`config.mk`:
```
export PLATFORM = sky130hd
export DESIGN_NAME = qtr_div
export DESIGN_NICKNAME = d
export VERILOG_FILES = /design/src/hw/rtl/quadtree_refine_by_size_field_macros.svh /design/src/hw/rtl/qtr_pkg.sv /design/src/hw/rtl/qtr_div.sv
export SDC_FILE = /design/constraint.sdc
export NUM_CORES = 1
export LEC_CHECK = 0
export ABC_AREA = 1
export BUFFER_PORTS_ARGS = -buffer_cell sky130_fd_sc_hd__buf_4
export CORE_ASPECT_RATIO = 0.6
export CORE_MARGIN = 3
export CORE_UTILIZATION = 55
export CTS_CLUSTER_DIAMETER = 120
export CTS_CLUSTER_SIZE = 30
export DETAILED_ROUTE_END_ITERATION = 7
export GPL_TIMING_DRIVEN = 1
export PLACE_DENSITY = 0.86
export SLEW_MARGIN = 0
export SYNTH_ARGS = -nofsm -noshare
export SYNTH_HDL_FRONTEND = slang
export SYNTH_SLANG_ARGS = --single-unit
```
`constraint.sdc`:
```
create_clock -name clk -period 5.3 [get_ports clk]
set_clock_uncertainty 0.05 [all_clocks]
set_input_delay 0.53 -clock clk [delete_from_list [all_inputs] [get_ports clk]]
set_output_delay 0.53 -clock clk [all_outputs]
set_load 0.05 [all_outputs]
```
`src/hw/rtl/quadtree_refine_by_size_field_macros.svh`:
```
// assertion macros for the quadtree refinement block
// used by the top level only, relies on clk and rst_n in scope
`ifndef QUADTREE_REFINE_BY_SIZE_FIELD_MACROS_SVH
`define QUADTREE_REFINE_BY_SIZE_FIELD_MACROS_SVH

// same-cycle implication
`define QTR_ASSERT_NOW(label, ante, cons) \
  label: assert property (@(posedge clk) disable iff (!rst_n) (ante) |-> (cons)) \
    else $error("assertion failed");

// next-cycle implication
`define QTR_ASSERT_NEXT(label, ante, cons) \
  label: assert property (@(posedge clk) disable iff (!rst_n) (ante) |=> (cons)) \
    else $error("assertion failed");

`endif

```
`src/hw/rtl/qtr_pkg.sv`:
```
// shared types and constants of the quadtree refinement block
// no dependencies
package qtr_pkg;

  // input modes
  localparam logic [1:0] MODE_CLEAR = 2'd0;
  localparam logic [1:0] MODE_LOAD  = 2'd1;
  localparam logic [1:0] MODE_QUERY = 2'd2;

  // configuration register indexes
  localparam logic [1:0] REG_TOLERANCE = 2'd0;
  localparam logic [1:0] REG_TARGET    = 2'd1;
  localparam logic [1:0] REG_BASE      = 2'd2;
  localparam logic [1:0] REG_RADIUS_SQ = 2'd3;

  // field widths
  localparam int CRD_W  = 24;
  localparam int R2_W   = 50;
  localparam int QUO_W  = 32;
  localparam int MUL_W  = 28;
  localparam int PROD_W = 2 * MUL_W;
  localparam int SQR_W  = 25;
  localparam int H_W    = 26;

  // reset values of the registers
  localparam logic [15:0] TOL_RST    = 16'd0;
  localparam logic [23:0] TARGET_RST = 24'd4096;
  localparam logic [23:0] BASE_RST   = 24'd16384;

  // corner pairs compared for the refinement flag
  localparam logic [1:0] PAIR_A [6] = '{2'd0, 2'd0, 2'd0, 2'd1, 2'd1, 2'd2};
  localparam logic [1:0] PAIR_B [6] = '{2'd1, 2'd2, 2'd3, 2'd2, 2'd3, 2'd3};
  localparam logic [2:0] PAIR_LAST  = 3'd5;

  typedef enum logic [4:0] {
    ST_IDLE, ST_RD, ST_DX, ST_SQX, ST_SQY, ST_D2, ST_DIV, ST_SQ_MUL, ST_SQ_CMP,
    ST_HMUL, ST_HADD, ST_DGX, ST_DGY, ST_DGS, ST_THR, ST_THW, ST_PMUL, ST_PCMP,
    ST_DONE
  } qtr_state_t;

  // divider handshake
  typedef struct packed {
    logic start;
    logic [R2_W-1:0] num;
    logic [R2_W-1:0] den;
  } qtr_div_req_t;

endpackage

```
`src/hw/rtl/qtr_div.sv`:
```
// restoring divider, one quotient bit per cycle, floor(num * 2^32 / den)
// depends on qtr_pkg, expects num < den
module qtr_div import qtr_pkg::*; (
  input  logic               clk,
  input  logic               rst_n,
  input  qtr_div_req_t       req,
  output logic               done,
  output logic [QUO_W-1:0]   quo
);
  logic              busy_r, busy_nxt;
  logic [5:0]        k_r, k_nxt;
  logic [R2_W-1:0]   rem_r, rem_nxt;
  logic [R2_W-1:0]   den_r, den_nxt;
  logic [QUO_W-1:0]  q_r, q_nxt;
  logic              done_r, done_nxt;
  logic [R2_W:0]     shifted;

  // one shift-subtract step a cycle
  always_comb begin
    busy_nxt = busy_r;
    k_nxt    = k_r;
    rem_nxt  = rem_r;
    den_nxt  = den_r;
    q_nxt    = q_r;
    done_nxt = 1'b0;
    shifted  = {rem_r, 1'b0};
    if (req.start) begin
      busy_nxt = 1'b1;
      k_nxt    = 6'(QUO_W);
      rem_nxt  = req.num;
      den_nxt  = req.den;
      q_nxt    = '0;
    end else if (busy_r) begin
      if (shifted >= {1'b0, den_r}) begin
        rem_nxt = R2_W'(shifted - {1'b0, den_r});
        q_nxt   = {q_r[QUO_W-2:0], 1'b1};
      end else begin
        rem_nxt = R2_W'(shifted);
        q_nxt   = {q_r[QUO_W-2:0], 1'b0};
      end
      k_nxt = k_r - 6'd1;
      if (k_r == 6'd1) begin
        busy_nxt = 1'b0;
        done_nxt = 1'b1;
      end
    end
  end

  always_ff @(posedge clk) begin
    if (!rst_n) begin
      busy_r <= 1'b0;
      done_r <= 1'b0;
    end else begin
      busy_r <= busy_nxt;
      done_r <= done_nxt;
    end
    k_r   <= k_nxt;
    rem_r <= rem_nxt;
    den_r <= den_nxt;
    q_r   <= q_nxt;
  end

  assign done = done_r;
  assign quo  = q_r;
endmodule

```
* After elaboration in Yosys (flattened, before gate mapping)
Cells that the tools add are included. Widths: inputs -> output; s select.
Operators by class: equality and inequality tests 1, bitwise gates (word level) 2, mux-type cells 8, magnitude comparators 1, reduce and logical (&&, ||, !) cells 2, add/sub/neg operators 2
Operators by type and width (count):
- $mux 50 | 3
- $ge 51x50->1 | 1
- $sub 50x50->50 | 1
- $eq 6x1->1 const B | 1
- $sub 6x1->6 const B | 1
- $mux 1 | 5
- $reduce_or 3->1 | 1
- $not 1->1 | 2
- $reduce_bool 2->1 | 1
Storage, ports and cells: register bits 140, logic and storage cells 22, output and inout bits 33, bits of input ports 103

* Longest topological paths before layout
depth after elaboration 4, mapped depth 17, mapped depth without buffers 16

* Worst setup path after synthesis
Ideal clock, no wire load.
path type input port to flip-flop, start input port req[100] (netlist name), end register rem_r[0], enable pin, required time 4.816 ns, buffers on the path 2, arrival time 2.569 ns, library setup time 0.434 ns, setup slack 2.247 ns, cell stages on the path 4, path through clkbuf_1 -> nor2_1 -> clkinv_1 -> clkbuf_1
On the way: cells in the longest elaborated chain, start to end 1
RTL lines:
- from (decl) | line qtr_div.sv:6 | input qtr_div_req_t req,
- $reduce_bool 2->1 (no line)
- to (signal assigned) | line qtr_div.sv:58 | rem_r <= rem_nxt;
- to (decl) | line qtr_div.sv:12 | logic [R2_W-1:0] rem_r, rem_nxt;
No other way between the ends. A chain may end at the register's enable or synchronous reset.

* Worst setup path after layout
start register rem_r[45], end register rem_r[30] (data pin)
On the way: cells in the longest elaborated chain, start to end 4
RTL lines:
- $ge 51x50->1 | line qtr_div.sv:34 | if (shifted >= {1'b0, den_r}) begin
- $mux 50 | line qtr_div.sv:34
- $mux 50 | line qtr_div.sv:33 | end else if (busy_r) begin
- $mux 50 | line qtr_div.sv:27 | if (req.start) begin
- named net rem_nxt[30] | line qtr_div.sv:12
The timed path passes the listed nets, and every way through them passes these cells. The select of a mux whose other input is x is not followed.

==> results list <==
- The flow ran to the end, and the final reports show no timing, DRC or antenna violations.
- Static leakage: 6.34 nW
- Mean instance size in the synthesized netlist: 6.71 µm²
- STA puts the critical path data arrival time at 3.74 ns.
* Maximum vdd drop: 277 µV
- Largest delay share family, worst path: simple AND/OR/NAND/NOR gates
- For this design the ratio of total power to cell area is 383 nW/µm².
- Post-CTS repair changed the size of 0 cells.
- The number of antenna violations at the first check in global routing was 0.
* Commonest non-fill, non-tap cell in the layout: sky130_fd_sc_hd__nand2_1
- The final route contains 10000 vias.
- Number of endpoints failing setup at the final stage: 0
* Ordered list of cells on the worst path: ha_1 > a21oi_1 > nand2_1 > a21oi_1 > nand3_2 > nor2_8 > nand2_4 > nand3_1 > nand3_1 > nand2_1
- Measured in cells, the most critical reg-to-reg path has a length of 10.
* Final standard cell area without fillers: 12000 µm²
* Remaining max-slew budget at the tightest pin: 26.7%
- Input and output buffers added on the ports amount to 135.
* Initial core utilization: 56.5%
- Post-synthesis instance area: 10300 µm²
- Detailed placement HPWL: 24200 µm
- Subtracting the final worst setup slack from the clock period gives 3.49 ns.
- TritonCTS clock tree: yes
- Vias per inst: 5.25
* Fraction of the yosys area taken by sequential cells: about 37%
- The tree is rooted in a sky130_fd_sc_hd__clkbuf_16.
- Antenna diode count: 0
* Clock H-tree levels: 4
- The top cell types in the final layout, fill and taps aside, are sky130_fd_sc_hd__nand2_1, sky130_fd_sc_hd__inv_1, sky130_fd_sc_hd__buf_4.
* Max Clock Freq: approximately 290 MHz
- Total Routing Usage GR: 30.9%
- On the critical path, the stage with the largest delay is an instance of sky130_fd_sc_hd__nor2_8.
- Largest net degree at the start of global routing: 61
- The worst register-to-register path ends at rem_r[30]$_DFFE_PP_.
- Ratio of final minimum period to clock period: around 66%
- Worst setup margin: 1.81 ns
* Number of pins with negative max-slew slack in the final report: 0
- Remaining Overflow, GRT: 0
* Wire per inst: 16.3 µm
- Clock-pin slew reported for the worst setup and hold paths after clock tree synthesis: 0.07 ns
* IO Pins: 136
* Kind of end point of the critical path: flop
- Placeable core region: 18200 µm²
* Crit-path max FO: 60
* Number of library cell types mapped by synthesis: 43
- Routability cong.: 0.994
- Setup TNS: 0 ns
* Layout Nets: about 1800
* Reg2Reg Setup Slack: 1.81 ns
* DRT antenna net count: 0
- The number of hold-slack violations in the final timing report was 0.
- For this run, the number of Yosys warnings is 0.
- STA classifies the critical path startpoint as a flop.
- Counting the buffers created by CTS gives 17.
- Number of clock sinks seen by CTS: 140
* Count of buffer and inverter cells on the critical path: 0
- Slowest stage delay, CP: 0.61 ns
* Worst Max-Slew Pin Slew: 1.10 ns
- In this run, post-CTS hold repair placed 0 buffers.
- The die covers between 20000 and 25000 µm².
- Post-CTS setup buffer count: 0
- Die height: roughly 110 µm
- First-pass iteration count of the detailed router: 6
- Setup repair after global routing left no endpoint under its margin.
* First-pass GRT wire length: a little under 50000 µm
- # Max-Cap Violations: 0
- In the final layout, the share of cells above drive strength 1 is 12.2%.
- Total detailed-routing wirelength: ~31000 µm
- In this run the cell area measured after placement is 11500 µm².
- The clock passes through at most 2 buffers.
- Counting every instance in the synthesized netlist gives 1533.
- First DRT Iteration DRCs: 1155
* Hold WC Path Type: input pin to flop
* Worst Setup SP: rem_r[45]$_DFFE_PP_
- For this run, design rule violations remaining after detail routing come to 0.
- Capture point of the critical path: rem_r[30]$_DFFE_PP_
- At the later pin of the worst-skew pair, clock insertion delay measures 0.44 ns.
- The startpoint identified for the worst register-to-register timing path is rem_r[45]$_DFFE_PP_.
- Post-layout utilization of the core: 66.1%
- After synthesis the netlist holds a flip-flop and latch count of between 100 and 150.
- Before CTS, the worst setup slack after placement is about 1.9 ns.
- Count of cell instances traversed by the critical path: 10
* Required time at the worst-slack endpoint: between 5 and 6 ns
* Critical Setup Path Class: flop to flop
* Via count of the first global-routing pass: slightly above 9000
- The number of nets handed over by synthesis was 1689.
* Layout filler cell count: 1605
- Die Width: 183 µm
- Row generation in the floorplan step produced 38 rows.
- Area Overhead vs Synth: 17.0%
Yosys cell counts, drive strengths merged:
| cell | number | share of area (%) |
|---|---|---|
| nand4 | 10 | 0.61 |
| or2 | 2 | 0.12 |
| a21boi | 1 | 0.073 |
| o211ai | 1 | 0.073 |
| nor2 | 103 | 4.3 |
| xor2 | 1 | 0.085 |
| nor3 | 14 | 0.78 |
| inv | 320 | 12 |
| o21bai | 9 | 0.66 |
| nand3 | 113 | 5.6 |
| o22ai | 31 | 1.9 |
| edfxtp | 100 | 29 |
| and3 | 2 | 0.12 |
| ha | 52 | 6.3 |
| buf | 20 | 1.2 |
| and2 | 5 | 0.30 |
| o21a | 1 | 0.073 |
| a21oi | 35 | 1.9 |
| o21ai | 16 | 0.78 |
| dfxtp | 40 | 7.8 |
| nand3b | 29 | 2.1 |
| xnor2 | 23 | 2.0 |
| a21o | 1 | 0.073 |
| nor3b | 1 | 0.073 |
| nand2 | 573 | 21 |
| clkinv | 18 | 0.66 |
| clkbuf | 11 | 0.40 |
| fa | 1 | 0.19 |
worst min path at each step:
stage	start	end	slack, ns	cells after the start
2_1_floorplan	k_r[5]$_SDFFE_PP1P_	k_r[5]$_SDFFE_PP1P_	0.40	2
3_3_place_gp	quo[31]$_SDFFE_PP0P_	quo[31]$_SDFFE_PP0P_	0.39	2
3_5_place_dp	quo[31]$_SDFFE_PP0P_	quo[31]$_SDFFE_PP0P_	0.43	2
4_1_cts	req[20]	den_r[20]$_DFFE_PP_	0.20	1
5_1_grt	req[18]	den_r[18]$_DFFE_PP_	0.19	1
6_report	req[20]	den_r[20]$_DFFE_PP_	0.21	1
state kept, by name, indices dropped and copies added, names as in the netlist:
| register | cells |
|---|---|
| quo | 32 |
| done | 1 |
| busy_r | 1 |
| rem_r | 50 |
| k_r | 6 |
| den_r | 50 |
power breakdown:
group / total, mW / internal [mW] / switching (mW) / leakage, nW
clock network: 1.18 / 0.668 / 0.514 / 0.288
logic: 2.01 / 0.677 / 1.34 / 4.73
registers: 1.41 / 1.34 / 0.0729 / 1.32
through the flow:
stage,power [mW],hold slack [ns],instances
after detailed placement,3.37,0.427,1880
after floorplan,2.85,0.396,1533
after global routing,4.92,0.194,1912
final,4.61,0.209,1912
after CTS,4.57,0.197,1912
after global placement,3.32,0.393,1880
routing by layer:
layer	wire (µm)	global-route usage [%]	vias up	part of all wire, %
li1	-	-	4981	-
met1	16000	49.3	4596	51
met2	12200	42.6	417	39
met3	2750	6.69	36	8.8
met4	352	6.19	0	1.1
met5	0	0	-	0
cells by family (layout without fill, tap and decap cells):
group / Yosys count / after routing / share of synthesized area [%]
xor gates and xnor gates: 24 / 24 / 2.04
adders and majority gates: 53 / 53 / 6.52
and+or+nand+nor: 852 / 852 / 35.1
AOI/OAI and AO/OA: 95 / 95 / 5.50
buffers and inverters: 369 / 508 / 13.9
DFF: 140 / 140 / 37.0
layout make-up:
type | count | area [µm²] | area share (%)
Clock inverter | 11 | 93.8 | 0.780
Sequential cell | 140 | 3800 | 31.6
Inverter | 338 | 1270 | 10.5
Timing Repair Buffer | 138 | 1040 | 8.61
Clock buffer | 21 | 483 | 4.01
Multi-Input combinational cell | 1024 | 5050 | 42.0
Tap cell | 240 | 300 | 2.49
(Power assumes the default switching activity.)
